## src/rtl/nspd_pkg.sv

```systemverilog
`timescale 1ns / 1ps
// ----------------------------------------------------------------------------
// nspd_pkg
// Types, sizes and constant tables shared by the phase-shift demodulator.
// ----------------------------------------------------------------------------
package nspd_pkg;

  localparam int MAX_STEPS       = 8;
  localparam int PHASE_FRAC_BITS = 13;

  localparam int SAMPLE_W = 8;
  localparam int STEP_W   = 4;
  localparam int THR_W    = 8;
  localparam int MAC_IW   = $clog2(MAX_STEPS);

  // Sine and cosine sums, Q1.14 weights times 8-bit samples.
  localparam int SC_W = 27;

  localparam int CORDIC_STEPS = 24;
  localparam int CORDIC_IW    = $clog2(CORDIC_STEPS);
  localparam int CORDIC_W     = 36;
  localparam int ANGLE_W      = 32;

  // The partial root is kept scaled by the current trial bit, so it needs
  // the full width of the radicand until the last cell.
  localparam int SQ_W       = 52;
  localparam int ROOT_W     = SQ_W;
  localparam int SQRT_CELLS = 26;
  localparam int SQRT_IW    = $clog2(SQRT_CELLS);

  // The modulation is the root divided by N*8192.
  localparam int NORM_SHIFT = 13;
  localparam int DIV_CELLS  = 13;
  localparam int DIV_IW     = $clog2(DIV_CELLS);

  localparam logic [ANGLE_W-1:0] TWO_PI_Q329 = 32'd3373259426;
  localparam int RAD_SHIFT = 61 - PHASE_FRAC_BITS;
  localparam int PHASE_W   = 65 - RAD_SHIFT;
  localparam logic [64:0] TWO_PI_FULL =
    ((65'(TWO_PI_Q329) << 32) + (65'(1) << (RAD_SHIFT - 1))) >> RAD_SHIFT;
  localparam logic [PHASE_W-1:0] TWO_PI_Q = TWO_PI_FULL[PHASE_W-1:0];

  // The phase path is shorter than the magnitude path by this many stages.
  localparam int PH_DELAY = (2 + SQRT_CELLS + DIV_CELLS) - (CORDIC_STEPS + 3);
  localparam int PIPE     = MAX_STEPS + 2 + SQRT_CELLS + DIV_CELLS + 1;

  localparam logic REG_STEP_COUNT = 1'b0;
  localparam logic REG_THRESHOLD  = 1'b1;

  localparam logic [STEP_W-1:0] STEP_COUNT_RESET = 4'd4;
  localparam logic [THR_W-1:0]  THRESHOLD_RESET  = 8'd10;

  typedef struct packed {
    logic [SAMPLE_W-1:0] sample_0;
    logic [SAMPLE_W-1:0] sample_1;
    logic [SAMPLE_W-1:0] sample_2;
    logic [SAMPLE_W-1:0] sample_3;
    logic [SAMPLE_W-1:0] sample_4;
    logic [SAMPLE_W-1:0] sample_5;
    logic [SAMPLE_W-1:0] sample_6;
    logic [SAMPLE_W-1:0] sample_7;
  } pixel_t;

  typedef struct packed {
    logic [15:0] wrapped_phase;
    logic [7:0]  modulation;
    logic        modulation_ok;
  } result_t;

  typedef logic [MAX_STEPS-1:0][SAMPLE_W-1:0] sample_vec_t;

  // Rows are N = 3 .. 8.
  localparam logic signed [15:0] SIN_W [0:5][0:7] = '{
    '{16'sd0, 16'sd14189, -16'sd14189, 16'sd0, 16'sd0, 16'sd0, 16'sd0, 16'sd0},
    '{16'sd0, 16'sd16384, 16'sd0, -16'sd16384, 16'sd0, 16'sd0, 16'sd0, 16'sd0},
    '{16'sd0, 16'sd15582, 16'sd9630, -16'sd9630, -16'sd15582, 16'sd0, 16'sd0,
      16'sd0},
    '{16'sd0, 16'sd14189, 16'sd14189, 16'sd0, -16'sd14189, -16'sd14189, 16'sd0,
      16'sd0},
    '{16'sd0, 16'sd12810, 16'sd15973, 16'sd7109, -16'sd7109, -16'sd15973,
      -16'sd12810, 16'sd0},
    '{16'sd0, 16'sd11585, 16'sd16384, 16'sd11585, 16'sd0, -16'sd11585,
      -16'sd16384, -16'sd11585}
  };

  localparam logic signed [15:0] COS_W [0:5][0:7] = '{
    '{16'sd16384, -16'sd8192, -16'sd8192, 16'sd0, 16'sd0, 16'sd0, 16'sd0, 16'sd0},
    '{16'sd16384, 16'sd0, -16'sd16384, 16'sd0, 16'sd0, 16'sd0, 16'sd0, 16'sd0},
    '{16'sd16384, 16'sd5063, -16'sd13255, -16'sd13255, 16'sd5063, 16'sd0, 16'sd0,
      16'sd0},
    '{16'sd16384, 16'sd8192, -16'sd8192, -16'sd16384, -16'sd8192, 16'sd8192,
      16'sd0, 16'sd0},
    '{16'sd16384, 16'sd10215, -16'sd3646, -16'sd14761, -16'sd14761, -16'sd3646,
      16'sd10215, 16'sd0},
    '{16'sd16384, 16'sd11585, 16'sd0, -16'sd11585, -16'sd16384, -16'sd11585,
      16'sd0, 16'sd11585}
  };

  // atan(2^-k) as a fraction of a turn, scaled by 2^32.
  localparam logic [ANGLE_W-1:0] ATAN_TURNS [0:CORDIC_STEPS-1] = '{
    32'd536870912, 32'd316933406, 32'd167458907, 32'd85004756, 32'd42667331,
    32'd21354465, 32'd10679838, 32'd5340245, 32'd2670163, 32'd1335087,
    32'd667544, 32'd333772, 32'd166886, 32'd83443, 32'd41722, 32'd20861,
    32'd10430, 32'd5215, 32'd2608, 32'd1304, 32'd652, 32'd326, 32'd163, 32'd81
  };

endpackage

```

## src/rtl/nspd_cordic_cell.sv

```systemverilog
`timescale 1ns / 1ps
// ----------------------------------------------------------------------------
// nspd_cordic_cell
// One vectoring rotation that drives y toward zero and tracks the angle.
// ----------------------------------------------------------------------------
module nspd_cordic_cell (
  input  logic                                 clk,
  input  logic [nspd_pkg::CORDIC_IW-1:0]       k,
  input  logic signed [nspd_pkg::CORDIC_W-1:0] x_in,
  input  logic signed [nspd_pkg::CORDIC_W-1:0] y_in,
  input  logic [nspd_pkg::ANGLE_W-1:0]         a_in,
  output logic signed [nspd_pkg::CORDIC_W-1:0] x_out,
  output logic signed [nspd_pkg::CORDIC_W-1:0] y_out,
  output logic [nspd_pkg::ANGLE_W-1:0]         a_out
);
  import nspd_pkg::*;

  logic signed [CORDIC_W-1:0] xs;
  logic signed [CORDIC_W-1:0] ys;

  always_comb begin
    xs = x_in >>> k;
    ys = y_in >>> k;
  end

  always_ff @(posedge clk) begin
    if (!y_in[CORDIC_W-1]) begin
      x_out <= x_in + ys;
      y_out <= y_in - xs;
      a_out <= a_in + ATAN_TURNS[k];
    end else begin
      x_out <= x_in - ys;
      y_out <= y_in + xs;
      a_out <= a_in - ATAN_TURNS[k];
    end
  end

endmodule

```

## config.mk

```make
export PLATFORM = sky130hd
export DESIGN_NAME = nspd_cordic_cell
export DESIGN_NICKNAME = d
export VERILOG_FILES = /design/src/rtl/nspd_pkg.sv /design/src/rtl/nspd_cordic_cell.sv
export SDC_FILE = /design/constraint.sdc
export NUM_CORES = 1
export LEC_CHECK = 0
export BUFFER_PORTS_ARGS = -buffer_cell sky130_fd_sc_hd__buf_2
export CAP_MARGIN = 5
export CORE_ASPECT_RATIO = 1.25
export CORE_MARGIN = 2
export CORE_UTILIZATION = 24
export DETAILED_ROUTE_END_ITERATION = 10
export PLACE_DENSITY = 0.39
export SYNTH_ARGS = -nofsm -noshare
export SYNTH_HDL_FRONTEND = slang
export SYNTH_SLANG_ARGS = --single-unit
```

## constraint.sdc

```tcl
create_clock -name clk -period 11 [get_ports clk]
set_input_delay 2.2 -clock clk [delete_from_list [all_inputs] [get_ports clk]]
set_output_delay 2.2 -clock clk [all_outputs]
set_load 0.01 [all_outputs]
```

Yosys cells after proc, flatten, opt, wreduce, memory -nomap -nowiden
Memories as Yosys holds them, arrays and structs flattened.
Index checks and enable logic that the tools add are counted.
Operators by class
  bitwise gates (word level): 1
  shift operators: 2
  $add $sub $neg: 6
  muxes and demuxes: 5
  magnitude comparators: 1
Operators with widths (number)
  two-way mux 32 bit: 3
  adder 36 bit: 2
  two-way mux 36 bit: 2
  >>> shifter 36 x 5 -> 36 bit: 2
  subtractor 36 bit: 2
  adder 32 bit: 1
  subtractor 32 bit: 1
  greater-or-equal comparator 6 bit (second input constant): 1
  inverter 5 -> 6 bit: 1
Storage, ports and cells
  input port bits: 110
  register bits: 104
  logic and storage cells: 19
  bits in read-only memories: 1024
  output and inout bits: 104
  memories: 1
Memories
  (name not given): depth 32, width 32, read ports 1, clocked after memory_dff 0, wr ports 0, RTL line nspd_cordic_cell.sv:34  | a_out <= a_in - ATAN_TURNS[k];

Longest topological paths before layout
  depth after elaboration: 6
  depth in mapped cells: 31
  gate-level depth less buffers: 24

Least setup slack after synthesis
Ideal clock, no wire load.
  path kind: input to register
  start point: input port k[0] (netlist name)
  end point: register y_out[35] (netlist name)
  setup slack: 3278 ps
  required time: 10870 ps
  stages on the path: 25
  buffers on the path: 2
  setup time: 130 ps
  data arrival time: 7593 ps
  cell sequence: buf_6 buf_12 mux4_2 mux2_4 a222oi_1 o221ai_2 inv_1 ha_1 o211ai_1 nor4b_2 and2_1 a21oi_1 xnor2_1 ha_1 a21oi_1 o21ai_0 a221o_1 a21oi_1 nand3_1 o21ai_0 a21oi_1 or4_1 a31o_2 o41ai_1 xnor3_1
On the way
  longest elaborated chain between the ends: 3
  elaborated cells on any way between the ends: 4
  those cells by class: 2 x add/sub; 1 x shift; 1 x mux
RTL lines
  start: declaration: RTL line nspd_cordic_cell.sv:8  | input logic [nspd_pkg::CORDIC_IW-1:0] k,
  >>> shifter 36 x 5 -> 36 bit *: RTL line nspd_cordic_cell.sv:22  | xs = x_in >>> k;
  subtractor 36 bit / adder 36 bit (equally long branches): RTL line nspd_cordic_cell.sv:29, nspd_cordic_cell.sv:33
  two-way mux 36 bit *: RTL line nspd_cordic_cell.sv:27  | if (!y_in[CORDIC_W-1]) begin
  end signal: assignment: RTL line nspd_cordic_cell.sv:29  | y_out <= y_in - xs;
  end signal: assignment: RTL line nspd_cordic_cell.sv:33  | y_out <= y_in + xs;
  end: declaration: RTL line nspd_cordic_cell.sv:13  | output logic signed [nspd_pkg::CORDIC_W-1:0] y_out,
Mark *: on every way between the ends. The rest lies on a longest branch, timed or not.

Worst setup path in the final report
  start point: input port k[1] (netlist name)
  end point: register y_out[35] (netlist name)
Same word-level chain as after synthesis.

==> flow_summary.json <==
{
  "status": "complete, no violations",
  "drc": 0,
  "wl_per_cell_um": 23.7,
  "drt-initial-drc-count": 1062,
  "cts_buffers": 9,
  "cts_setup_buffers": 0,
  "io_pins": 214,
  "hp-start": "y_in[0]",
  "grt_pass1_wl_mm": 99.1,
  "path_max_fanout": 50,
  "ys_async_sr_fraction_pct": 0,
  "p_total_mw": 2.35,
  "cts_sinks": 104,
  "period_minus_slack_ns": 9.29,
  "synth_edf_count": 0,
  "rsz0062_at_grt": "no",
  "worstPathRequired_ns": 11.29,
  "maxCapViolations": 0,
  "yosys_warnings": 0,
  "cp-end-kind": "flip-flop",
  "synth_cell_type_count": 98,
  "multi_input_area_um2": 12300,
  "core_um2": 62000,
  "syn_to_final_growth_pct": 13.9,
  "gr-total-overflow": 0,
  "grt_max_degree": 71,
  "min_delay_path_depth": 2,
  "routabilityCongestion": 0.891,
  "wl_mm": 66.6,
  "min_path_type": "in2reg",
  "p_per_area_nw_per_um2": 137,
  "nNetsFinal": 2197,
  "instances_no_fill": 2813,
  "cts_hold_buffers": 0,
  "synth_top_cell_by_area": "mux4_2",
  "rows": 102,
  "portBuffers": 213,
  "vdd_drop_max_mv": 0.0936,
  "die_x_um": 228,
  "arrival_ns": 9.58,
  "pre_cts_ws_ns": 1.27,
  "register_area_um2": 2080,
  "relSlewSlack_pct": 21.1,
  "finalSetupViolCount": 0,
  "synth_top_cell_area_share_pct": 14.5,
  "hold_end": "y_out[0]",
  "worst_pin_slew_ns": 1.18,
  "grt_use_total_pct": 20.1,
  "vias_per_cell": 5.42,
  "cts_resized": 0,
  "fin_crit_sh_pct": 84.5,
  "synth_ff_type": "dfxtp_1",
  "syn_area_um2": 15100,
  "postPlaceCellArea_um2": 16800,
  "synthCells": 1828,
  "synth_nets": 2051,
  "start_kind": "input port",
  "dr.pass1.iters": 5,
  "clockRootBuffer": "clkbuf_16",
  "start_util_pct": 24.3,
  "ys_ff_latch": 104,
  "fin_util_pct": 27.7,
  "synth_most_common_cell": "nand2_1",
  "leakage_nw": 7.23,
  "clk_pin_slew_worst_paths_ns": 0.08,
  "fin_ws_ns": 1.71,
  "htree_num_levels": 3,
  "synthTopCellsByArea": "mux4_2 14%, dfxtp_1 14%, ha_1 9.1%",
  "place_hpwl_mm": 52.5,
  "path_class": "in2reg",
  "drive_above_1_share_pct": 20.5,
  "ys_seq_area_share_pct": 13.8,
  "fin_tns_setup_ns": 0,
  "dieArea_um2": 64900,
  "grt_pass1_vias": 15100,
  "hold_violations": 0,
  "clock_path_buffers": 2,
  "fmax_mhz": 108,
  "drv_slew": 0,
  "synthTopCellsByCount": "178 x nand2_1, 163 x a21oi_1, 161 x nor2_1",
  "ant_nets": 0,
  "whs_ns": 2.05,
  "antenna_found_initial": 5,
  "filler_cell_count": 6802,
  "placedCellCount": 2795,
  "syn_avg_cell_area_um2": 8.25,
  "cts_tree": "yes",
  "final_area_um2": 17200,
  "die_h_um": 284,
  "num_vias": 15200
}
==> cell type report <==
type	instances	area share [%]
multi-input cells	1570	71.3
well taps	832	6.06
diodes	2	0.0291
repair buffers	240	7.46
clock inverters	5	0.495
inverters	49	1.07
flip-flops and latches	104	12.1
clock buffers	11	1.47
==> routing by layer <==
layer	global-route usage (%)	share of wire (%)	vias to the layer above
met4	8.79	4.1	6
met1	24.6	42	7500
li1	-	-	7140
met5	0	0.044	-
met3	2.76	4.6	95
met2	35.1	50	494
==> cells by family after synthesis <==
group / share of synthesized area [%]
compound gates: 23.3
xor+xnor: 9.73
fa+ha+maj: 9.52
buf+inv: 4.97
flops: 13.8
mux: 21.6
simple gates: 17.1
==> where the power goes <==
part           internal, mW  switching (mW)
registers             0.534          0.0420
logic                 0.563           0.823
clock network         0.214           0.177
==> worst max-delay path by stage <==
stage          start        end  slack [ns]  cells past startpoint
4_1_cts         k[0]  y_out[35]        1.68                     23
3_3_place_gp    k[0]  y_out[35]        1.54                     23
6_report        k[1]  y_out[35]        1.71                     23
2_1_floorplan   k[0]  y_out[35]        3.28                     25
3_5_place_dp    k[0]  y_out[35]        1.27                     23
5_1_grt         k[0]  y_out[35]        1.21                     23
==> cells in the final DEF, fill, tap and decap left out, types with 17 or more instances in the layout <==
cell type,netlist,layout
o21a_1,19,19
a21oi_1,163,163
mux4_2,97,97
and3_1,18,18
dfxtp_1,104,104
xnor2_1,106,106
ha_1,110,110
buf_2,37,209
a21o_1,46,46
xor2_1,59,59
nor2_1,161,161
o211ai_1,19,19
a211oi_1,17,17
nor3_1,29,29
and2_1,22,22
o22ai_1,29,29
buf_4,0,30
nand2b_1,19,19
nor2b_1,20,20
nand3_1,29,29
inv_1,47,45
a31oi_1,33,33
o21ai_0,103,103
nand2_1,178,178
mux2i_1,87,87
==> state kept, by name, indices dropped and copies added, names as in the netlist <==
signal and count:
x_out 36, a_out 32, y_out 36
==> worst max-delay path, cell delays in order <==
cell and delay [ns]:
buf_4 0.51, buf_4 0.64, mux4_2 0.53, mux2i_1 0.52, mux2i_1 0.25, a21oi_1 0.34
nor2b_1 0.28, nor4b_2 0.42, and2_1 0.26, a21oi_1 0.09, xnor2_1 0.16, ha_1 0.38
a21oi_1 0.18, o21ai_0 0.13, a221o_1 0.33, a21oi_1 0.23, nand3_1 0.09, o21ai_0 0.42
a21oi_1 0.19, or4_1 0.45, a31o_2 0.24, o41ai_1 0.39, xnor3_1 0.29
Power figures use the tool's default switching activity.
