<file path="src/rtl/nspd_pkg.sv">
`timescale 1ns / 1ps
// ----------------------------------------------------------------------------
// nspd_pkg
// Types, sizes and constant tables shared by the phase-shift demodulator.
// ----------------------------------------------------------------------------
package nspd_pkg;

  localparam int MAX_STEPS       = 8;
  localparam int PHASE_FRAC_BITS = 13;

  localparam int SAMPLE_W = 8;
  localparam int STEP_W   = 4;
  localparam int THR_W    = 8;
  localparam int MAC_IW   = $clog2(MAX_STEPS);

  // Sine and cosine sums, Q1.14 weights times 8-bit samples.
  localparam int SC_W = 27;

  localparam int CORDIC_STEPS = 24;
  localparam int CORDIC_IW    = $clog2(CORDIC_STEPS);
  localparam int CORDIC_W     = 36;
  localparam int ANGLE_W      = 32;

  // The partial root is kept scaled by the current trial bit, so it needs
  // the full width of the radicand until the last cell.
  localparam int SQ_W       = 52;
  localparam int ROOT_W     = SQ_W;
  localparam int SQRT_CELLS = 26;
  localparam int SQRT_IW    = $clog2(SQRT_CELLS);

  // The modulation is the root divided by N*8192.
  localparam int NORM_SHIFT = 13;
  localparam int DIV_CELLS  = 13;
  localparam int DIV_IW     = $clog2(DIV_CELLS);

  localparam logic [ANGLE_W-1:0] TWO_PI_Q329 = 32'd3373259426;
  localparam int RAD_SHIFT = 61 - PHASE_FRAC_BITS;
  localparam int PHASE_W   = 65 - RAD_SHIFT;
  localparam logic [64:0] TWO_PI_FULL =
    ((65'(TWO_PI_Q329) << 32) + (65'(1) << (RAD_SHIFT - 1))) >> RAD_SHIFT;
  localparam logic [PHASE_W-1:0] TWO_PI_Q = TWO_PI_FULL[PHASE_W-1:0];

  // The phase path is shorter than the magnitude path by this many stages.
  localparam int PH_DELAY = (2 + SQRT_CELLS + DIV_CELLS) - (CORDIC_STEPS + 3);
  localparam int PIPE     = MAX_STEPS + 2 + SQRT_CELLS + DIV_CELLS + 1;

  localparam logic REG_STEP_COUNT = 1'b0;
  localparam logic REG_THRESHOLD  = 1'b1;

  localparam logic [STEP_W-1:0] STEP_COUNT_RESET = 4'd4;
  localparam logic [THR_W-1:0]  THRESHOLD_RESET  = 8'd10;

  typedef struct packed {
    logic [SAMPLE_W-1:0] sample_0;
    logic [SAMPLE_W-1:0] sample_1;
    logic [SAMPLE_W-1:0] sample_2;
    logic [SAMPLE_W-1:0] sample_3;
    logic [SAMPLE_W-1:0] sample_4;
    logic [SAMPLE_W-1:0] sample_5;
    logic [SAMPLE_W-1:0] sample_6;
    logic [SAMPLE_W-1:0] sample_7;
  } pixel_t;

  typedef struct packed {
    logic [15:0] wrapped_phase;
    logic [7:0]  modulation;
    logic        modulation_ok;
  } result_t;

  typedef logic [MAX_STEPS-1:0][SAMPLE_W-1:0] sample_vec_t;

  // Rows are N = 3 .. 8.
  localparam logic signed [15:0] SIN_W [0:5][0:7] = '{
    '{16'sd0, 16'sd14189, -16'sd14189, 16'sd0, 16'sd0, 16'sd0, 16'sd0, 16'sd0},
    '{16'sd0, 16'sd16384, 16'sd0, -16'sd16384, 16'sd0, 16'sd0, 16'sd0, 16'sd0},
    '{16'sd0, 16'sd15582, 16'sd9630, -16'sd9630, -16'sd15582, 16'sd0, 16'sd0,
      16'sd0},
    '{16'sd0, 16'sd14189, 16'sd14189, 16'sd0, -16'sd14189, -16'sd14189, 16'sd0,
      16'sd0},
    '{16'sd0, 16'sd12810, 16'sd15973, 16'sd7109, -16'sd7109, -16'sd15973,
      -16'sd12810, 16'sd0},
    '{16'sd0, 16'sd11585, 16'sd16384, 16'sd11585, 16'sd0, -16'sd11585,
      -16'sd16384, -16'sd11585}
  };

  localparam logic signed [15:0] COS_W [0:5][0:7] = '{
    '{16'sd16384, -16'sd8192, -16'sd8192, 16'sd0, 16'sd0, 16'sd0, 16'sd0, 16'sd0},
    '{16'sd16384, 16'sd0, -16'sd16384, 16'sd0, 16'sd0, 16'sd0, 16'sd0, 16'sd0},
    '{16'sd16384, 16'sd5063, -16'sd13255, -16'sd13255, 16'sd5063, 16'sd0, 16'sd0,
      16'sd0},
    '{16'sd16384, 16'sd8192, -16'sd8192, -16'sd16384, -16'sd8192, 16'sd8192,
      16'sd0, 16'sd0},
    '{16'sd16384, 16'sd10215, -16'sd3646, -16'sd14761, -16'sd14761, -16'sd3646,
      16'sd10215, 16'sd0},
    '{16'sd16384, 16'sd11585, 16'sd0, -16'sd11585, -16'sd16384, -16'sd11585,
      16'sd0, 16'sd11585}
  };

  // atan(2^-k) as a fraction of a turn, scaled by 2^32.
  localparam logic [ANGLE_W-1:0] ATAN_TURNS [0:CORDIC_STEPS-1] = '{
    32'd536870912, 32'd316933406, 32'd167458907, 32'd85004756, 32'd42667331,
    32'd21354465, 32'd10679838, 32'd5340245, 32'd2670163, 32'd1335087,
    32'd667544, 32'd333772, 32'd166886, 32'd83443, 32'd41722, 32'd20861,
    32'd10430, 32'd5215, 32'd2608, 32'd1304, 32'd652, 32'd326, 32'd163, 32'd81
  };

endpackage

</file>
<file path="src/rtl/nspd_sqrt_cell.sv">
`timescale 1ns / 1ps
// ----------------------------------------------------------------------------
// nspd_sqrt_cell
// One digit of a restoring integer square root.
// ----------------------------------------------------------------------------
module nspd_sqrt_cell (
  input  logic                          clk,
  input  logic [nspd_pkg::SQRT_IW-1:0]  j,
  input  logic [nspd_pkg::SQ_W-1:0]     v_in,
  input  logic [nspd_pkg::ROOT_W-1:0]   r_in,
  output logic [nspd_pkg::SQ_W-1:0]     v_out,
  output logic [nspd_pkg::ROOT_W-1:0]   r_out
);
  import nspd_pkg::*;

  logic [5:0]      sh;
  logic [SQ_W-1:0] bitv;
  logic [SQ_W-1:0] trial;

  always_comb begin
    sh    = 6'(2 * (SQRT_CELLS - 1)) - {j, 1'b0};
    bitv  = SQ_W'(1) << sh;
    trial = SQ_W'(r_in) + bitv;
  end

  always_ff @(posedge clk) begin
    if (v_in >= trial) begin
      v_out <= v_in - trial;
      r_out <= (r_in >> 1) + bitv[ROOT_W-1:0];
    end else begin
      v_out <= v_in;
      r_out <= r_in >> 1;
    end
  end

endmodule

</file>
<file path="config.mk">
export PLATFORM = sky130hd
export DESIGN_NAME = nspd_sqrt_cell
export DESIGN_NICKNAME = d
export VERILOG_FILES = /design/src/rtl/nspd_pkg.sv /design/src/rtl/nspd_sqrt_cell.sv
export SDC_FILE = /design/constraint.sdc
export NUM_CORES = 1
export LEC_CHECK = 0
export BUFFER_PORTS_ARGS = -buffer_cell sky130_fd_sc_hd__buf_2
export CAP_MARGIN = 20
export CORE_MARGIN = 2
export CORE_UTILIZATION = 50
export CTS_CLUSTER_SIZE = 28
export DETAILED_ROUTE_END_ITERATION = 10
export GPL_ROUTABILITY_DRIVEN = 0
export PLACE_DENSITY = 0.77
export SLEW_MARGIN = 40
export SYNTH_ARGS = -nofsm -noshare
export SYNTH_HDL_FRONTEND = slang
export SYNTH_SLANG_ARGS = --single-unit
</file>
<file path="constraint.sdc">
create_clock -name clk -period 8.57 [get_ports clk]
set_input_delay 1.714 -clock clk [delete_from_list [all_inputs] [get_ports clk]]
set_output_delay 1.714 -clock clk [all_outputs]
set_load 0.1 [all_outputs]
</file>
======== Yosys cells after proc, flatten, opt, wreduce, memory -nomap -nowiden ========
Cells that the tools add are included.
storage, ports and cells
  flip-flop bits (word level) ............. 104
  latch bits .............................. 0
  RAM bits ................................ 0
  bits in read-only memories .............. 0
  logic and storage cells ................. 11
  memories ................................ 0
cells by class
  $add $sub $neg .......................... 4
  multiply operators ...................... 0
  div/mod/pow operators ................... 0
  $lt $le $gt $ge ......................... 1
  eq/ne operators ......................... 0
  shift-type cells ........................ 1
  muxes and demuxes ....................... 2
  bitwise gates (word level) .............. 0
  reductions and logical operators ........ 0
operator list
  kind                                                                number
  51-bit by 52-bit adder with 52-bit output                           1
  52-bit adder                                                        1
  52-bit >= comparator                                                1
  52-bit two-way mux                                                  1
  1-bit by 6-bit left shift with 52-bit output, first input constant  1
  52-bit subtractor                                                   1
  51-bit two-way mux                                                  1
  6-bit subtractor, first input constant                              1

======== Longest topological paths before layout ========
  word-level depth ........................ 5
  mapped depth ............................ 35

======== Least setup slack after synthesis ========
No wires, ideal clock.
  path kind ............................... input-to-reg
  from .................................... in j[1] (netlist name)
  to ...................................... reg r_out[12] (netlist name)
  setup time .............................. 0.130 ns
  arrival ................................. 7.899 ns
  setup slack ............................. 0.541 ns
  cell stages on the path ................. 30
  buffers on the path ..................... 6
  path through ............................ buf_2 > clkbuf_1 > inv_1 > ha_1 > and4bb_2 > buf_4 > o21a_1 > nor2_1 > nor3_1 > ha_1 > and3_1 > nand2b_1 > mux2i_1 > or3b_1 > a2111oi_2 > or2_2 > a31oi_1 > xor2_1 > ha_1 > clkbuf_1 > and3_1 > nand2_1 > o41a_1 > o211ai_1 > a21oi_1 > o31ai_1 > clkbuf_1 > clkbuf_1 > nand2_1 > xnor2_1
between the ends
  longest elaborated chain between the ends .. 5
ends and longest elaborated chain
  what                                              RTL line              RTL
  from (decl)                                       nspd_sqrt_cell.sv:8   input logic [nspd_pkg::SQRT_IW-1:0] j,
  6-bit subtractor (*)                              nspd_sqrt_cell.sv:21  sh = 6'(2 * (SQRT_CELLS - 1)) - {j, 1'b0};
  1-bit by 6-bit left shift with 52-bit output (*)  nspd_sqrt_cell.sv:22  bitv = SQ_W'(1) << sh;
  52-bit adder                                      nspd_sqrt_cell.sv:23  trial = SQ_W'(r_in) + bitv;
  52-bit >= comparator                              nspd_sqrt_cell.sv:27  if (v_in >= trial) begin
  51-bit two-way mux (*)                            nspd_sqrt_cell.sv:27
  to (signal assigned)                              nspd_sqrt_cell.sv:29  r_out <= (r_in >> 1) + bitv[ROOT_W-1:0];
  to (signal assigned)                              nspd_sqrt_cell.sv:32  r_out <= r_in >> 1;
  to (decl)                                         nspd_sqrt_cell.sv:12  output logic [nspd_pkg::ROOT_W-1:0] r_out
Every way passes the cells marked *; elsewhere a longest branch is shown, timed or not.
A chain may end at the register's enable or synchronous reset.

======== Worst setup path in the final report ========
  from .................................... in j[2] (netlist name)
  to ...................................... reg r_out[47] (netlist name)
The elaborated chain is that of the path after synthesis.

==> flow_metrics.env <==
export IMPL_run_status="finished, final reports clean"
export IMPL_syn_nets=1610
export IMPL_cts_htree_levels=3
export IMPL_post_drt_antenna_nets=0
export IMPL_row_count=52
export IMPL_placement_setup_worst_slack_ns=0.182
export IMPL_post_cts_resized=0
export IMPL_grt_use_total=0.282
export IMPL_detail_route_wirelength_um=31900
export IMPL_ir_worst_vdd_mv=0.129
export IMPL_power_leakage_uw=0.00524
export IMPL_synth_lib_cells_used_distinct=82
export IMPL_drt_first_iter_violations=1078
export IMPL_fin_tns_setup_ns=0
export IMPL_num_io_pins=214
export IMPL_clockBufferDepth=2
export IMPL_detail_route_drc_violations=0
export IMPL_arrival_ns=8.42
export IMPL_detailroute_via_count=11110
export IMPL_cts_sinks=104
export IMPL_max_cap_viol_count=0
export IMPL_cp_buffers_inverters=4
export IMPL_finalWorstSetupSlack_ns=0.453
export IMPL_holdCritStartpoint="v_in[7]"
export IMPL_final_max_slew_viol_count=0
export IMPL_post_dr_vias_cell=5.99
export IMPL_worst_hold_slack_ns=1.57
export IMPL_nets=1785
export IMPL_synth_cells=1402
export IMPL_start_util=0.510
export IMPL_cell_occurring_most_often_along_the_worst_timing_path="sky130_fd_sc_hd__ha_1"
export IMPL_hold_class="primary input to register"
export IMPL_dpl_hpwl_um=25400
export IMPL_layout_worst_path_cycle_share=0.947
export IMPL_synth_area_sq_um=10400
export IMPL_synth_enable_flop_cells=0
export IMPL_critical_path_peak_fanout=27
export IMPL_cts_root_buffer_cell="sky130_fd_sc_hd__clkbuf_16"
export IMPL_route_detailed_wl_per_inst_um=17.2
export IMPL_crit_path_start_kind="primary input"
export IMPL_async_flop_share=0
export IMPL_setup_viol_count_final=0
export IMPL_rsz0062_at_grt="false"
export IMPL_critPathRequiredTime_ns=8.87
export IMPL_cp_end_kind="register"
export IMPL_port_buffer_count=213
export IMPL_cts_hold_repair_buffers=0
export IMPL_synth_yosys_warnings=0
export IMPL_cell_type_group_with_the_largest_total_delay_on_the_critical_path="simple AND/OR/NAND/NOR gates"
export IMPL_die_w_um=148
export IMPL_postCtsSetupRepairBufs=0
export IMPL_grt_first_pass_wirelength_um=50100
export IMPL_grt_antenna_before_repair=2
export IMPL_hold_path_end="v_out[7]"
export IMPL_cts_buffers_inserted=9
export IMPL_layout_drive_gt1_share=0.173
export IMPL_cts_tree="built"
export IMPL_fp_dieH_um=148
export IMPL_timing_hold_violations_final=0
export IMPL_fp_dieArea_sq_um=21900
export IMPL_finalCoreUtilization=0.590
export IMPL_drt_pass1_iterations=8
export IMPL_tightest_slew_ns=0.716
export IMPL_synthesis_area_per_instance_sq_um=7.38
export IMPL_final_min_clock_period_ns=8.12
export IMPL_yosysSeqAreaShare=0.201
export IMPL_synth_main_ff_cell="sky130_fd_sc_hd__dfxtp_1"
export IMPL_standard_cell_core_area_sq_um=20300
export IMPL_globalRouteOverflowTotal=0
export IMPL_timing_critical_path_slowest_stage_cell="sky130_fd_sc_hd__o31a_2"
export IMPL_cellPowerDensity_nw_per_um2=194
export IMPL_grt_max_degree=71
export IMPL_cts_clk_slew_worst_paths_ns=0.08
export IMPL_worst_setup_path_type="primary input to register"
export IMPL_ff_latch_count_synth=104
export IMPL_max_slew_margin_rel=0.522
export IMPL_critical_path_max_stage_delay_ns=0.51
export IMPL_whs_path_depth=3
export IMPL_first_global_vias=10048
export IMPL_synthToLayoutAreaGrowth_pct=15.7
export IMPL_max_freq_mhz=123
-- registers in the layout, indices dropped and copies added (netlist names) --
register and flops:
r_out 52, v_out 52
-- report_power, final --
group / internal, uW / switching, uW / leakage, uW
registers: 565 / 20.1 / 0.000877
logic: 287 / 996 / 0.00421
clock network: 233 / 218 / 0.000153
-- final cells by class --
type	count	area, sq um
tap	270	338
timing repair buffer	224	1190
clock inverter	7	85.1
clock buffer	9	225
antenna	4	10.0
sequential	104	2080
fill	1929	8320
inverter	36	135
multi-input combinational	1202	7920
-- routing by layer --
| metal | vias up | global-route usage | part of all wire | wire length (um) |
|---|---|---|---|---|
| met5 | - | 0 | 0 | 0 |
| met2 | 618 | 0.439 | 0.43 | 13800 |
| met4 | 0 | 0.0981 | 0.028 | 889 |
| met3 | 66 | 0.0472 | 0.098 | 3140 |
| li1 | 5459 | - | - | - |
| met1 | 4967 | 0.396 | 0.44 | 14100 |
-- cell families (layout without fill, tap and decap cells) --
logic type               Yosys count  after routing  share of synthesized area
adder cells (fa/ha/maj)          101            101                      0.122
other                              0              4                          0
XOR/XNOR                         158            158                      0.134
multiplexers                       4              4                    0.00447
AO/OA/AOI/OAI                    462            462                      0.287
buffers and inverters             96            276                     0.0358
AND/OR/NAND/NOR                  477            477                      0.216
flip-flops                       104            104                      0.201
-- per-stage QoR --
stage | std cells | cell area [sq um] | total power [uW]
final | 1856 | 12000 | 2320
after global routing | 1854 | 12000 | 2420
after CTS | 1852 | 12000 | 2310
after detailed placement | 1836 | 11700 | 1860
after global placement | 1836 | 11700 | 1850
after floorplan | 1402 | 10400 | 1620
-- layout by cell type (no fill, tap or decap), types with 13 or more instances in the layout --
master                     instances
sky130_fd_sc_hd__a211oi_1         15
sky130_fd_sc_hd__a21o_1           49
sky130_fd_sc_hd__a21oi_1         130
sky130_fd_sc_hd__a31oi_1          40
sky130_fd_sc_hd__and2_1           14
sky130_fd_sc_hd__buf_2           213
sky130_fd_sc_hd__dfxtp_1         104
sky130_fd_sc_hd__ha_1             97
sky130_fd_sc_hd__inv_1            34
sky130_fd_sc_hd__nand2_1         152
sky130_fd_sc_hd__nand2b_1         17
sky130_fd_sc_hd__nand3_1          33
sky130_fd_sc_hd__nand4_1          27
sky130_fd_sc_hd__nor2_1          142
sky130_fd_sc_hd__nor3_1           29
sky130_fd_sc_hd__o21ai_0          96
sky130_fd_sc_hd__o21bai_1         21
sky130_fd_sc_hd__o31ai_1          13
sky130_fd_sc_hd__xnor2_1          88
sky130_fd_sc_hd__xor2_1           70
-- cell usage after synthesis (8+ instances only) --
cell type                  number  area share
sky130_fd_sc_hd__nor3_1        29       0.014
sky130_fd_sc_hd__o211ai_1      12      0.0087
sky130_fd_sc_hd__or3_1          8      0.0048
sky130_fd_sc_hd__inv_1         34       0.012
sky130_fd_sc_hd__and3_1        12      0.0073
sky130_fd_sc_hd__a31oi_1       40       0.024
sky130_fd_sc_hd__nand2_1      152       0.055
sky130_fd_sc_hd__a211oi_1      15       0.011
sky130_fd_sc_hd__xor2_1        70       0.059
sky130_fd_sc_hd__o21ai_0       96       0.046
sky130_fd_sc_hd__nand4_1       27       0.016
sky130_fd_sc_hd__nand3_1       33       0.016
sky130_fd_sc_hd__o21a_1         9      0.0065
sky130_fd_sc_hd__a31o_2         8      0.0068
sky130_fd_sc_hd__o31ai_1       14       0.010
sky130_fd_sc_hd__ha_1          97        0.12
sky130_fd_sc_hd__nor2b_1        8      0.0048
sky130_fd_sc_hd__nand2b_1      17       0.010
sky130_fd_sc_hd__and2_1        14      0.0085
sky130_fd_sc_hd__dfxtp_1      104        0.20
sky130_fd_sc_hd__a21o_1        49       0.036
sky130_fd_sc_hd__a21oi_1      130       0.063
sky130_fd_sc_hd__o21bai_1      21       0.015
sky130_fd_sc_hd__clkbuf_1      55       0.020
sky130_fd_sc_hd__xnor2_1       88       0.074
sky130_fd_sc_hd__nor2_1       142       0.051
-- worst max path at each step --
stage          startpoint        end  slack (ns)  cells past startpoint
2_1_floorplan        j[1]  r_out[12]        0.54                     30
4_1_cts              j[2]  r_out[19]        0.52                     29
3_3_place_gp         j[2]  r_out[47]        0.33                     29
5_1_grt              j[2]  r_out[47]        0.08                     29
3_5_place_dp         j[2]  r_out[47]        0.18                     29
6_report             j[2]  r_out[47]        0.45                     29
Power figures use the tool's default switching activity.
