### src/rtl/nspd_pkg.sv
`timescale 1ns / 1ps
// ----------------------------------------------------------------------------
// nspd_pkg
// Types, sizes and constant tables shared by the phase-shift demodulator.
// ----------------------------------------------------------------------------
package nspd_pkg;

  localparam int MAX_STEPS       = 8;
  localparam int PHASE_FRAC_BITS = 13;

  localparam int SAMPLE_W = 8;
  localparam int STEP_W   = 4;
  localparam int THR_W    = 8;
  localparam int MAC_IW   = $clog2(MAX_STEPS);

  // Sine and cosine sums, Q1.14 weights times 8-bit samples.
  localparam int SC_W = 27;

  localparam int CORDIC_STEPS = 24;
  localparam int CORDIC_IW    = $clog2(CORDIC_STEPS);
  localparam int CORDIC_W     = 36;
  localparam int ANGLE_W      = 32;

  // The partial root is kept scaled by the current trial bit, so it needs
  // the full width of the radicand until the last cell.
  localparam int SQ_W       = 52;
  localparam int ROOT_W     = SQ_W;
  localparam int SQRT_CELLS = 26;
  localparam int SQRT_IW    = $clog2(SQRT_CELLS);

  // The modulation is the root divided by N*8192.
  localparam int NORM_SHIFT = 13;
  localparam int DIV_CELLS  = 13;
  localparam int DIV_IW     = $clog2(DIV_CELLS);

  localparam logic [ANGLE_W-1:0] TWO_PI_Q329 = 32'd3373259426;
  localparam int RAD_SHIFT = 61 - PHASE_FRAC_BITS;
  localparam int PHASE_W   = 65 - RAD_SHIFT;
  localparam logic [64:0] TWO_PI_FULL =
    ((65'(TWO_PI_Q329) << 32) + (65'(1) << (RAD_SHIFT - 1))) >> RAD_SHIFT;
  localparam logic [PHASE_W-1:0] TWO_PI_Q = TWO_PI_FULL[PHASE_W-1:0];

  // The phase path is shorter than the magnitude path by this many stages.
  localparam int PH_DELAY = (2 + SQRT_CELLS + DIV_CELLS) - (CORDIC_STEPS + 3);
  localparam int PIPE     = MAX_STEPS + 2 + SQRT_CELLS + DIV_CELLS + 1;

  localparam logic REG_STEP_COUNT = 1'b0;
  localparam logic REG_THRESHOLD  = 1'b1;

  localparam logic [STEP_W-1:0] STEP_COUNT_RESET = 4'd4;
  localparam logic [THR_W-1:0]  THRESHOLD_RESET  = 8'd10;

  typedef struct packed {
    logic [SAMPLE_W-1:0] sample_0;
    logic [SAMPLE_W-1:0] sample_1;
    logic [SAMPLE_W-1:0] sample_2;
    logic [SAMPLE_W-1:0] sample_3;
    logic [SAMPLE_W-1:0] sample_4;
    logic [SAMPLE_W-1:0] sample_5;
    logic [SAMPLE_W-1:0] sample_6;
    logic [SAMPLE_W-1:0] sample_7;
  } pixel_t;

  typedef struct packed {
    logic [15:0] wrapped_phase;
    logic [7:0]  modulation;
    logic        modulation_ok;
  } result_t;

  typedef logic [MAX_STEPS-1:0][SAMPLE_W-1:0] sample_vec_t;

  // Rows are N = 3 .. 8.
  localparam logic signed [15:0] SIN_W [0:5][0:7] = '{
    '{16'sd0, 16'sd14189, -16'sd14189, 16'sd0, 16'sd0, 16'sd0, 16'sd0, 16'sd0},
    '{16'sd0, 16'sd16384, 16'sd0, -16'sd16384, 16'sd0, 16'sd0, 16'sd0, 16'sd0},
    '{16'sd0, 16'sd15582, 16'sd9630, -16'sd9630, -16'sd15582, 16'sd0, 16'sd0,
      16'sd0},
    '{16'sd0, 16'sd14189, 16'sd14189, 16'sd0, -16'sd14189, -16'sd14189, 16'sd0,
      16'sd0},
    '{16'sd0, 16'sd12810, 16'sd15973, 16'sd7109, -16'sd7109, -16'sd15973,
      -16'sd12810, 16'sd0},
    '{16'sd0, 16'sd11585, 16'sd16384, 16'sd11585, 16'sd0, -16'sd11585,
      -16'sd16384, -16'sd11585}
  };

  localparam logic signed [15:0] COS_W [0:5][0:7] = '{
    '{16'sd16384, -16'sd8192, -16'sd8192, 16'sd0, 16'sd0, 16'sd0, 16'sd0, 16'sd0},
    '{16'sd16384, 16'sd0, -16'sd16384, 16'sd0, 16'sd0, 16'sd0, 16'sd0, 16'sd0},
    '{16'sd16384, 16'sd5063, -16'sd13255, -16'sd13255, 16'sd5063, 16'sd0, 16'sd0,
      16'sd0},
    '{16'sd16384, 16'sd8192, -16'sd8192, -16'sd16384, -16'sd8192, 16'sd8192,
      16'sd0, 16'sd0},
    '{16'sd16384, 16'sd10215, -16'sd3646, -16'sd14761, -16'sd14761, -16'sd3646,
      16'sd10215, 16'sd0},
    '{16'sd16384, 16'sd11585, 16'sd0, -16'sd11585, -16'sd16384, -16'sd11585,
      16'sd0, 16'sd11585}
  };

  // atan(2^-k) as a fraction of a turn, scaled by 2^32.
  localparam logic [ANGLE_W-1:0] ATAN_TURNS [0:CORDIC_STEPS-1] = '{
    32'd536870912, 32'd316933406, 32'd167458907, 32'd85004756, 32'd42667331,
    32'd21354465, 32'd10679838, 32'd5340245, 32'd2670163, 32'd1335087,
    32'd667544, 32'd333772, 32'd166886, 32'd83443, 32'd41722, 32'd20861,
    32'd10430, 32'd5215, 32'd2608, 32'd1304, 32'd652, 32'd326, 32'd163, 32'd81
  };

endpackage

### src/rtl/nspd_div_cell.sv
`timescale 1ns / 1ps
// ----------------------------------------------------------------------------
// nspd_div_cell
// One quotient bit of a restoring division by the step count.
// ----------------------------------------------------------------------------
module nspd_div_cell (
  input  logic                           clk,
  input  logic [nspd_pkg::DIV_IW-1:0]    b,
  input  logic [nspd_pkg::STEP_W-1:0]    n,
  input  logic [nspd_pkg::DIV_CELLS-1:0] dvd_in,
  input  logic [nspd_pkg::STEP_W-1:0]    rem_in,
  input  logic [nspd_pkg::DIV_CELLS-1:0] quo_in,
  output logic [nspd_pkg::DIV_CELLS-1:0] dvd_out,
  output logic [nspd_pkg::STEP_W-1:0]    rem_out,
  output logic [nspd_pkg::DIV_CELLS-1:0] quo_out
);
  import nspd_pkg::*;

  logic [DIV_IW-1:0] pos;
  logic [STEP_W:0]   r2;

  always_comb begin
    pos = DIV_IW'(DIV_CELLS - 1) - b;
    r2  = {rem_in, dvd_in[pos]};
  end

  always_ff @(posedge clk) begin
    dvd_out <= dvd_in;
    if (r2 >= {1'b0, n}) begin
      rem_out <= STEP_W'(r2 - {1'b0, n});
      quo_out <= {quo_in[DIV_CELLS-2:0], 1'b1};
    end else begin
      rem_out <= r2[STEP_W-1:0];
      quo_out <= {quo_in[DIV_CELLS-2:0], 1'b0};
    end
  end

endmodule

### config.mk
export PLATFORM = sky130hd
export DESIGN_NAME = nspd_div_cell
export DESIGN_NICKNAME = d
export VERILOG_FILES = /design/src/rtl/nspd_pkg.sv /design/src/rtl/nspd_div_cell.sv
export SDC_FILE = /design/constraint.sdc
export NUM_CORES = 1
export LEC_CHECK = 0
export BUFFER_PORTS_ARGS = -buffer_cell sky130_fd_sc_hd__buf_2
export CORE_MARGIN = 2
export CORE_UTILIZATION = 44
export CTS_CLUSTER_DIAMETER = 100
export CTS_CLUSTER_SIZE = 30
export DETAILED_ROUTE_END_ITERATION = 8
export PLACE_DENSITY = 0.83
export SKIP_CTS_REPAIR_TIMING = 1
export SLEW_MARGIN = 30
export SYNTH_ARGS = -nofsm -noshare
export SYNTH_HDL_FRONTEND = slang
export SYNTH_SLANG_ARGS = --single-unit
### constraint.sdc
create_clock -name clk -period 4 [get_ports clk]
set_input_delay 0.2 -clock clk [delete_from_list [all_inputs] [get_ports clk]]
set_output_delay 0.2 -clock clk [all_outputs]
set_load 0.02 [all_outputs]
---- After elaboration in Yosys (flattened, before gate mapping) ----
Index checks and enable logic that the tools add are counted.
storage, ports and cells
  register bits ........................... 30
  bits in latches ......................... 0
  bits in writable memories ............... 0
  bits in read-only memories .............. 0
  input bits .............................. 39
  output and inout bits ................... 30
  word-level logic and storage cells ...... 11
  memories ................................ 0
cells by class
  $add $sub $neg .......................... 2
  multipliers ............................. 0
  divide/modulo/power cells ............... 0
  magnitude comparators ................... 2
  equality and inequality tests ........... 0
  shift-type cells ........................ 0
  mux-type cells .......................... 4
  bitwise gates (word level) .............. 0
  reductions and logical operators ........ 0
operators by type and width
  cell                   count
  $ge A5 B4 Y1           1
  $lt A4 B5 Y1 const B   1
  $bmux W1 S4            1
  $mux W4                1
  $sub A4 B4 Y4          1
  $sub A4 B4 Y4 const A  1
  $mux W1                2

---- Longest topological paths before layout ----
Gate-level depths: netlist (run 1).
  depth after elaboration ................. 5
  gate-level depth with buffers ........... 15
  gate-level depth less buffers ........... 14

---- Least setup slack after synthesis (run 1) ----
OpenSTA, ideal clock, no wires.
  path type ............................... input to register
  start point ............................. input b[0] (netlist bit)
  end point ............................... register rem_out[0] (netlist bit)
  library setup time ...................... 116 ps
  arrival ................................. 2380 ps
  data required time ...................... 3884 ps
  path slack .............................. 1504 ps
  stages on the path ...................... 13
  path buffers ............................ 1
  cells stage by stage .................... buf_6 -> inv_1 -> ha_1 -> mux2_1 -> a311oi_1 -> o2111ai_1 -> nand3_1 -> ha_1 -> nor2b_1 -> o21ai_1 -> a21boi_1 -> o21ba_2 -> a41o_1
between the ends
  word-level cells in the longest chain between the ends .. 5
  elaborated cells on any way between the ends .. 6
  classes of those cells .................. add/sub (2); order compare (1); mux (3)
ends and longest elaborated chain
  what                                                  RTL line                                  RTL
  from (decl)                                           nspd_div_cell.sv:8                        input logic [nspd_pkg::DIV_IW-1:0] b,
  $sub A4 B4 Y4 *                                       nspd_div_cell.sv:23                       pos = DIV_IW'(DIV_CELLS - 1) - b;
  $bmux W1 S4 *                                         nspd_div_cell.sv:24                       r2 = {rem_in, dvd_in[pos]};
  $mux W1 (not written as such) *                       nspd_div_cell.sv:24
  $sub A4 B4 Y4 / $ge A5 B4 Y1 (equally long branches)  nspd_div_cell.sv:30, nspd_div_cell.sv:29
  $mux W4 *                                             nspd_div_cell.sv:29                       if (r2 >= {1'b0, n}) begin
  to (signal assigned)                                  nspd_div_cell.sv:30                       rem_out <= STEP_W'(r2 - {1'b0, n});
  to (signal assigned)                                  nspd_div_cell.sv:33                       rem_out <= r2[STEP_W-1:0];
  to (decl)                                             nspd_div_cell.sv:14                       output logic [nspd_pkg::STEP_W-1:0] rem_out,
Mark *: on every way between the ends. The rest lies on a longest branch, timed or not. The select of a mux whose other input is x is not followed.

---- Worst setup path in the final report (run 1) ----
  start point ............................. input dvd_in[11] (netlist bit)
  end point ............................... register rem_out[0] (netlist bit)
between the ends
  word-level cells in the longest chain between the ends .. 4
  elaborated cells on any way between the ends .. 5
  classes of those cells .................. add/sub (1); order compare (1); mux (3)
ends and longest elaborated chain
  what                                                  RTL line                                  RTL
  from (decl)                                           nspd_div_cell.sv:10                       input logic [nspd_pkg::DIV_CELLS-1:0] dvd_in,
  $bmux W1 S4 *                                         nspd_div_cell.sv:24
  $mux W1 (not written as such) *                       nspd_div_cell.sv:24
  $sub A4 B4 Y4 / $ge A5 B4 Y1 (equally long branches)  nspd_div_cell.sv:30, nspd_div_cell.sv:29
  $mux W4 *                                             nspd_div_cell.sv:29
Marks and branches as above.

==> impl_metrics.tcl, run 1 <==
set metrics [dict create \
    status "complete, no violations" \
    grt_pass1_wl_mm 3.38 \
    synth_fp_nets 135 \
    critPathKind "in -> reg" \
    async_reset_ff_share_pct 0 \
    drcViolationCount 0 \
    worstPathRequired_ps 4230 \
    vias 1025 \
    hpwl_mm 1.84 \
    slowest_delay_ps 530 \
    path_cells "dlygate4sd3_1 > buf_2 > mux4_2 > nor2b_4 > a211o_1 > nand3_1 > ha_1 > nor2b_1 > o21ai_1 > a21boi_1 > o21ba_2 > a41o_1" \
    cts_tree "done" \
    final_nets 231 \
    hold-worst-slack_ps 20.9 \
    dieArea_mm2 0.00283 \
    ir_drop_mv 0.309 \
    port-buffer-count 67 \
    antenna_found_initial 0 \
    ys_ff_latch 30 \
    rsz0062_at_grt "no" \
    routed_wl_mm 2.71 \
    grt_pass1_vias 879 \
    netlist-cell-type-count 33 \
    area_delta_synth_final_pct 60.6 \
    synth_ff_type "dfxtp_1" \
    gp_congestion 0.753 \
    start_util_pct 47.2 \
    crit_start "dvd_in[11]" \
    synth_compound_area_share_pct 10.4 \
    netlist_top_cells_area "dfxtp_1 (56%), ha_1 (5.9%), inv_1 (2.8%)" \
    synthAdderAreaFrac_pct 7.76 \
    cts-root-buf "clkbuf_4" \
    drive_above_1_share_pct 41.7 \
    antenna_cells 0 \
    cp-start-kind "primary input" \
    yosysMostFrequentCell "dfxtp_1" \
    slowest_stage "dlygate4sd3_1" \
    clockBufferDepth 2 \
    grt_use_total_pct 17.9 \
    power.leakage_nw 0.855 \
    tightest_slew_ps 383 \
    synth_mux_area_share_pct 7.53 \
    cts.sinks 30 \
    die_h_um 53.2 \
    synth_top_family_by_area "simple AND/OR/NAND/NOR gates" \
    boundaryPins 69 \
    tns_ps 0 \
    cp_max_fo 5 \
    synth_common_cells "dfxtp_1 (30), inv_1 (8), nor2_1 (7)" \
    numCtsBuffers 5 \
    slew_violations 0 \
    h-tree-depth 2 \
    synth_xor_xnor_area_share_pct 1.65 \
    first_pass_iters 4 \
    synth_enable_flop_cells 0 \
    antenna_left 0 \
    pwr_density_cell_mw_per_mm2 388 \
    maxCapViolations 0 \
    ys_warn_count 0 \
    fp-row-count 17 \
    syn_area_mm2 0.00106 \
    fin_crit_ps 2600 \
    core-area_mm2 0.00225 \
    die_x_um 53.2 \
    grt_max_degree 11 \
    setup_violations 0 \
    clk_pin_slew_ps 90 \
    endpoint_kind "flip-flop" \
    worstPathArrival_ps 2830 \
    crit_end "rem_out[0]" \
    drtIter0Drc 13 \
    via_per_inst 4.77 \
    timing.slew.headroom_pct 74.4 \
    gr-total-overflow 0 \
    fillers 157 \
    avgRoutedWirePerCell_um 12.6 \
    netlist_instances 90 \
    synth_area_per_cell_um2 11.8 \
    fin_crit_sh_pct 65.0 \
    yosys.area.top_type_share_pct 56.5 \
    ys_seq_area_share_pct 56.5 \
    fmax_ghz 0.384 \
    hold_class "in -> reg" \
    hold_viol 0 \
    yosys.area.top_type "dfxtp_1" \
    synth_simple_gate_area_share_pct 10.6 \
]
==> final cells by class <==
cell class / count / area, um2 / area share [%]
Inverter: 9 / 33.8 / 1.98
Tap cell: 28 / 35.0 / 2.05
Multi-Input combinational cell: 49 / 403 / 23.6
Clock inverter: 1 / 5.00 / 0.293
Sequential cell: 30 / 601 / 35.2
Timing Repair Buffer: 91 / 576 / 33.7
Clock buffer: 7 / 55.1 / 3.22
==> cells by family after synthesis <==
kind of cell    Yosys count
flops                    30
simple gates             21
compound gates           15
buf+inv                  11
fa+ha+maj                 6
mux                       5
xor+xnor                  2
==> sequential cells by signal, summed over array words and instances, names as in the netlist <==
name	cells
quo_out	13
dvd_out	13
rem_out	4
==> power breakdown <==
part | total (W) | switching [W] | internal (W)
registers | 0.000327 | 0.00000551 | 0.000322
clock network | 0.000181 | 0.0000963 | 0.0000850
logic | 0.000153 | 0.0000807 | 0.0000727
total | 0.000662 | 0.000183 | 0.000480
==> per-stage QoR <==
step           cells  utilization [%]  area, um2  worst slack, ps  total power, W
2_1_floorplan     90                -       1060             1500        0.000418
3_3_place_gp     183             62.4       1410             1240        0.000464
3_5_place_dp     183             62.4       1410             1140        0.000469
4_1_cts          191             65.1       1470             1490        0.000649
5_1_grt          215             75.7       1710             1290        0.000698
6_report         215             75.7       1710             1400        0.000662
==> routing by layer <==
| metal | routed length (um) | track usage [%] |
|---|---|---|
| met1 | 993 | 16.3 |
| met2 | 1380 | 32.5 |
| met3 | 320 | 8.47 |
| met4 | 16 | 8.97 |
| met5 | 0 | 0 |
==> how the worst min path moves through the flow <==
stage / cells past startpoint / from / end
3_3_place_gp: 1 / quo_in[8] / quo_out[9]
3_5_place_dp: 1 / quo_in[8] / quo_out[9]
4_1_cts: 1 / quo_in[8] / quo_out[9]
2_1_floorplan: 0 / dvd_in[0] / dvd_out[0]
5_1_grt: 1 / dvd_in[12] / dvd_out[12]
6_report: 1 / dvd_in[12] / dvd_out[12]
==> worst max-delay path: cells and delay by family <==
kind / cells / cell delay, ps
AO/OA/AOI/OAI: 5 / 1010
adder cells (fa/ha/maj): 1 / 190
buffers and inverters: 2 / 660
multiplexers: 1 / 480
AND/OR/NAND/NOR: 3 / 290
==> placed cells by master (no fill, tap or decap), drive strengths merged, types with 2 or more instances in the layout <==
master	count
nor3	2
nand3	3
nor2	7
nand2	2
dlygate4sd3	24
mux2i	2
nor2b	2
inv	9
o2111ai	2
dfxtp	30
a21oi	3
o21ai	3
a311oi	2
clkbuf	7
xor2	2
mux4	2
ha	5
buf	67
Power figures use the tool's default switching activity.
==> run 2: changes to the inputs <==
--- a/config.mk
+++ b/config.mk
@@ -7,11 +7,11 @@
 export LEC_CHECK = 0
 export BUFFER_PORTS_ARGS = -buffer_cell sky130_fd_sc_hd__buf_2
 export CORE_MARGIN = 2
-export CORE_UTILIZATION = 44
+export CORE_UTILIZATION = 40
 export CTS_CLUSTER_DIAMETER = 100
 export CTS_CLUSTER_SIZE = 30
 export DETAILED_ROUTE_END_ITERATION = 8
-export PLACE_DENSITY = 0.83
+export PLACE_DENSITY = 0.77
 export SKIP_CTS_REPAIR_TIMING = 1
 export SLEW_MARGIN = 30
 export SYNTH_ARGS = -nofsm -noshare
==> constraint.sdc (replaced) <==
create_clock -name clk -period 2.5 [get_ports clk]
set_input_delay 0.125 -clock clk [delete_from_list [all_inputs] [get_ports clk]]
set_output_delay 0.125 -clock clk [all_outputs]
set_load 0.02 [all_outputs]
==> impl_metrics.tcl, run 2 (same netlist as run 1, synthesis figures left out) <==
set metrics [dict create \
    swShare_pct 27.7 \
    clock_power_share_pct 27.3 \
    area_delta_synth_final_pct 65.3 \
    dieArea_mm2 0.00309 \
    grt_pass1_vias 909 \
    worstPathRequired_ps 2720 \
    first_pass_iters 4 \
    fin_crit_sh_pct 94.2 \
    antenna_left 0 \
    status "complete, no violations" \
    numCtsBuffers 5 \
    power.leakage_nw 0.883 \
    hpwl_mm 1.83 \
    setup_violations 0 \
    pwr_density_cell_mw_per_mm2 611 \
    timing.slew.headroom_pct 80.3 \
    slew_violations 0 \
    drive_above_1_share_pct 43.0 \
    tns_ps 0 \
    cp-start-kind "primary input" \
    antenna_cells 0 \
    via_per_inst 4.77 \
    grt_use_total_pct 15.9 \
    start_util_pct 42.5 \
    instances_no_fill 223 \
    die_x_um 55.6 \
    drtIter0Drc 16 \
    fmax_ghz 0.425 \
    tightest_slew_ps 294 \
    cp_max_fo 3 \
    final_nets 237 \
    antenna_found_initial 0 \
    fin_crit_ps 2350 \
    die_h_um 55.6 \
    grt_pass1_wl_mm 3.76 \
    total_power_w 0.00107 \
    maxCapViolations 0 \
    postLayoutCoreUtil_pct 70.3 \
    reg_top3 "dvd_out (13), quo_out (13), rem_out (4)" \
    port-buffer-count 67 \
    cts-root-buf "clkbuf_4" \
    dp.cells 190 \
    clockBufferDepth 2 \
    core-area_mm2 0.00250 \
    h-tree-depth 2 \
    ir_drop_mv 0.546 \
    avgRoutedWirePerCell_um 12.6 \
    combPwrFrac_pct 24.0 \
    cts.sinks 30 \
    worstPathArrival_ps 2580 \
    boundaryPins 69 \
    cts_tree "done" \
    intPower_w 0.000777 \
    grt_max_degree 11 \
    final_common_cell "buf_2" \
    pwr-share-seq_pct 48.8 \
    hold_viol 0 \
    layout_common_cells "buf_2 (67), dfxtp_1 (30), dlygate4sd3_1 (25)" \
    hold_class "in -> reg" \
    fp-row-count 18 \
    hold-worst-slack_ps 96.9 \
    drcViolationCount 0 \
    switching_power_w 0.000297 \
    gr-total-overflow 0 \
    vias 1063 \
    endpoint_kind "flip-flop" \
    routed_wl_mm 2.82 \
    clk_pin_slew_ps 100 \
    gp_congestion 0.767 \
    critPathKind "in -> reg" \
]
==> run 2: cell types whose count changed in the layout (fill, tap and decap cells not counted), sizes merged <==
cell	before	now
buf	67	72
dlygate4sd3	24	25
==> run 2: area by class of cell <==
cell class | instances | area [um2]
Timing Repair Buffer | 97 | 623
Fill cell | 182 | 742
Clock buffer | 7 | 55.1
Tap cell | 30 | 37.5
Inverter | 9 | 33.8
Multi-Input combinational cell | 49 | 403
Clock inverter | 1 | 5.00
Sequential cell | 30 | 601
==> run 2: per-layer routing <==
| metal | wire length (um) | vias to the layer above | track usage (%) |
|---|---|---|---|
| met2 | 1450 | 55 | 26.7 |
| met5 | 0 | - | 0 |
| met3 | 238 | 5 | 7.49 |
| met4 | 48 | 0 | 8.36 |
| met1 | 1080 | 487 | 16.4 |
| li1 | - | 516 | - |
==> run 2: final timing paths <==
check	cells after the start	to	slack (ps)	from
min	3	rem_out[2]	100	rem_in[1]
max	11	rem_out[0]	150	dvd_in[3]
==> run 2: worst max-delay path: stages <==
cell and delay [ps]:
dlygate4sd3_1 530, buf_2 130, mux4_1 490, a211o_1 330, nand3_1 90, ha_1 170
nor2b_1 50, o21ai_1 150, a21boi_1 120, o21ba_2 210, a41o_1 190
==> run 2: power groups by stage <==
stage / logic (W) / registers, W / clock network, W
global route: 0.000282 / 0.000527 / 0.000324
CTS: 0.000227 / 0.000523 / 0.000305
global placement: 0.000219 / 0.000534 / 0
detailed placement: 0.000226 / 0.000535 / 0
finish: 0.000257 / 0.000524 / 0.000293
floorplan: 0.0000847 / 0.000585 / 0
==> run 2: through the flow <==
| stage | setup WS (ps) | cell area, um2 |
|---|---|---|
| after CTS | 223 | 1510 |
| after floorplan | 78.7 | 1060 |
| after global placement | 24.4 | 1450 |
| final | 146 | 1760 |
| after detailed placement | -125 | 1450 |
| after global routing | -65.6 | 1760 |
==> run 3: changes to the inputs <==
--- a/config.mk
+++ b/config.mk
@@ -6,7 +6,6 @@
 export NUM_CORES = 1
 export LEC_CHECK = 0
 export BUFFER_PORTS_ARGS = -buffer_cell sky130_fd_sc_hd__buf_2
-export CORE_MARGIN = 2
 export CORE_UTILIZATION = 40
 export CTS_CLUSTER_DIAMETER = 100
 export CTS_CLUSTER_SIZE = 30
==> impl_metrics.tcl, run 3 (same netlist as run 1, synthesis figures left out) <==
set metrics [dict create \
    grt_pass1_wl_mm 3.34 \
    reg_top3 "dvd_out (13), quo_out (13), rem_out (4)" \
    power.leakage_nw 0.898 \
    place_area_mm2 0.00146 \
    cts-root-buf "clkbuf_4" \
    hpwl_mm 1.71 \
    hold_end "rem_out[2]" \
    fin_area_mm2 0.00178 \
    critPathKind "in -> reg" \
    cts_tree "done" \
    worstPathRequired_ps 2730 \
    tightest_slew_ps 253 \
    slew_violations 0 \
    endpoint_kind "flip-flop" \
    start_util_pct 42.5 \
    die_x_um 53.6 \
    h-tree-depth 2 \
    cp-start-kind "primary input" \
    whs_path_depth 3 \
    drive_above_1_share_pct 43.8 \
    fillers 175 \
    cts.sinks 30 \
    fin_crit_sh_pct 95.7 \
    clk_pin_slew_ps 100 \
    fmax_ghz 0.418 \
    gp_congestion 0.683 \
    antenna_left 0 \
    final_nets 238 \
    ir_drop_mv 0.478 \
    routed_wl_mm 2.84 \
    tns_ps 0 \
    total_power_w 0.00117 \
    fin_crit_ps 2390 \
    drtIter0Drc 15 \
    die_h_um 53.6 \
    final_common_cell "buf_2" \
    worstPathArrival_ps 2620 \
    gr-total-overflow 0 \
    first_pass_iters 4 \
    numCtsBuffers 5 \
    fp-row-count 18 \
    dieArea_mm2 0.00287 \
    via_per_inst 4.75 \
    pwr_density_cell_mw_per_mm2 654 \
    layout_common_cells "buf_2 (67), dfxtp_1 (30), dlygate4sd3_1 (25)" \
    status "complete, no violations" \
    avgRoutedWirePerCell_um 12.7 \
    hold_viol 0 \
    hold_class "in -> reg" \
    timing.slew.headroom_pct 83.1 \
    grt_max_degree 11 \
    antenna_cells 0 \
    grt_pass1_vias 850 \
    setup_violations 0 \
    core-area_mm2 0.00250 \
    drcViolationCount 0 \
    maxCapViolations 0 \
    holdCritStartpoint "rem_in[1]" \
    clockBufferDepth 2 \
    cp_max_fo 3 \
    antenna_found_initial 0 \
    vias 1064 \
    boundaryPins 69 \
    port-buffer-count 67 \
    grt_use_total_pct 17.1 \
    area_delta_synth_final_pct 67.6 \
]
run 3: cell count changes in the layout (fill, tap and decap cells not counted):
cell       before  now
clkinv_2        1    2
clkbuf_8        1    0
clkbuf_1        1    0
bufinv_16       0    1
buf_4           5    6
run 3: layout make-up:
class | count | area [um2] | area share, %
Inverter | 9 | 33.8 | 1.89
Sequential cell | 30 | 601 | 33.7
Multi-Input combinational cell | 49 | 403 | 22.6
Tap cell | 30 | 37.5 | 2.11
Timing Repair Buffer | 98 | 631 | 35.4
Clock buffer | 5 | 37.5 | 2.11
Clock inverter | 3 | 40.0 | 2.25
run 3: worst max-delay path, stage by stage:
cell           delay (ps)
dlygate4sd3_1         530
buf_2                 120
mux4_1                520
a211o_1               330
nand3_1                90
ha_1                  170
nor2b_1                50
o21ai_1               160
a21boi_1              130
o21ba_2               210
a41o_1                190
run 3: worst max path at each step:
stage,slack [ps],end,start
after floorplan,80,rem_out[0],b[0]
after global placement,30,rem_out[0],b[1]
after detailed placement,-60,rem_out[0],b[1]
after CTS,290,rem_out[0],b[1]
after global routing,-10,rem_out[3],dvd_in[1]
final,110,rem_out[0],dvd_in[1]
run 3: report_power, final:
group          total, W  switching (W)  internal, W
logic          0.000262       0.000134     0.000128
clock network  0.000380       0.000173     0.000207
registers      0.000524     0.00000883     0.000515
total           0.00117       0.000316     0.000851
run 3: routing by layer:
layer	track usage (%)	up-vias	share of wire, %
met5	0	-	0
met4	10.5	0	0.88
met3	7.34	4	7.9
met2	29.8	57	52
met1	16.5	483	40
li1	-	520	-
run 3: stage by stage:
stage	hold WS, ps	setup slack, ps	std cells	util, %
final	78.8	109	224	71.3
after detailed placement	232	-64.2	191	58.2
after global placement	230	28.6	191	58.2
after CTS	-129	293	199	61.3
after global routing	89.3	-12.7	224	71.3
after floorplan	153	78.7	90	-
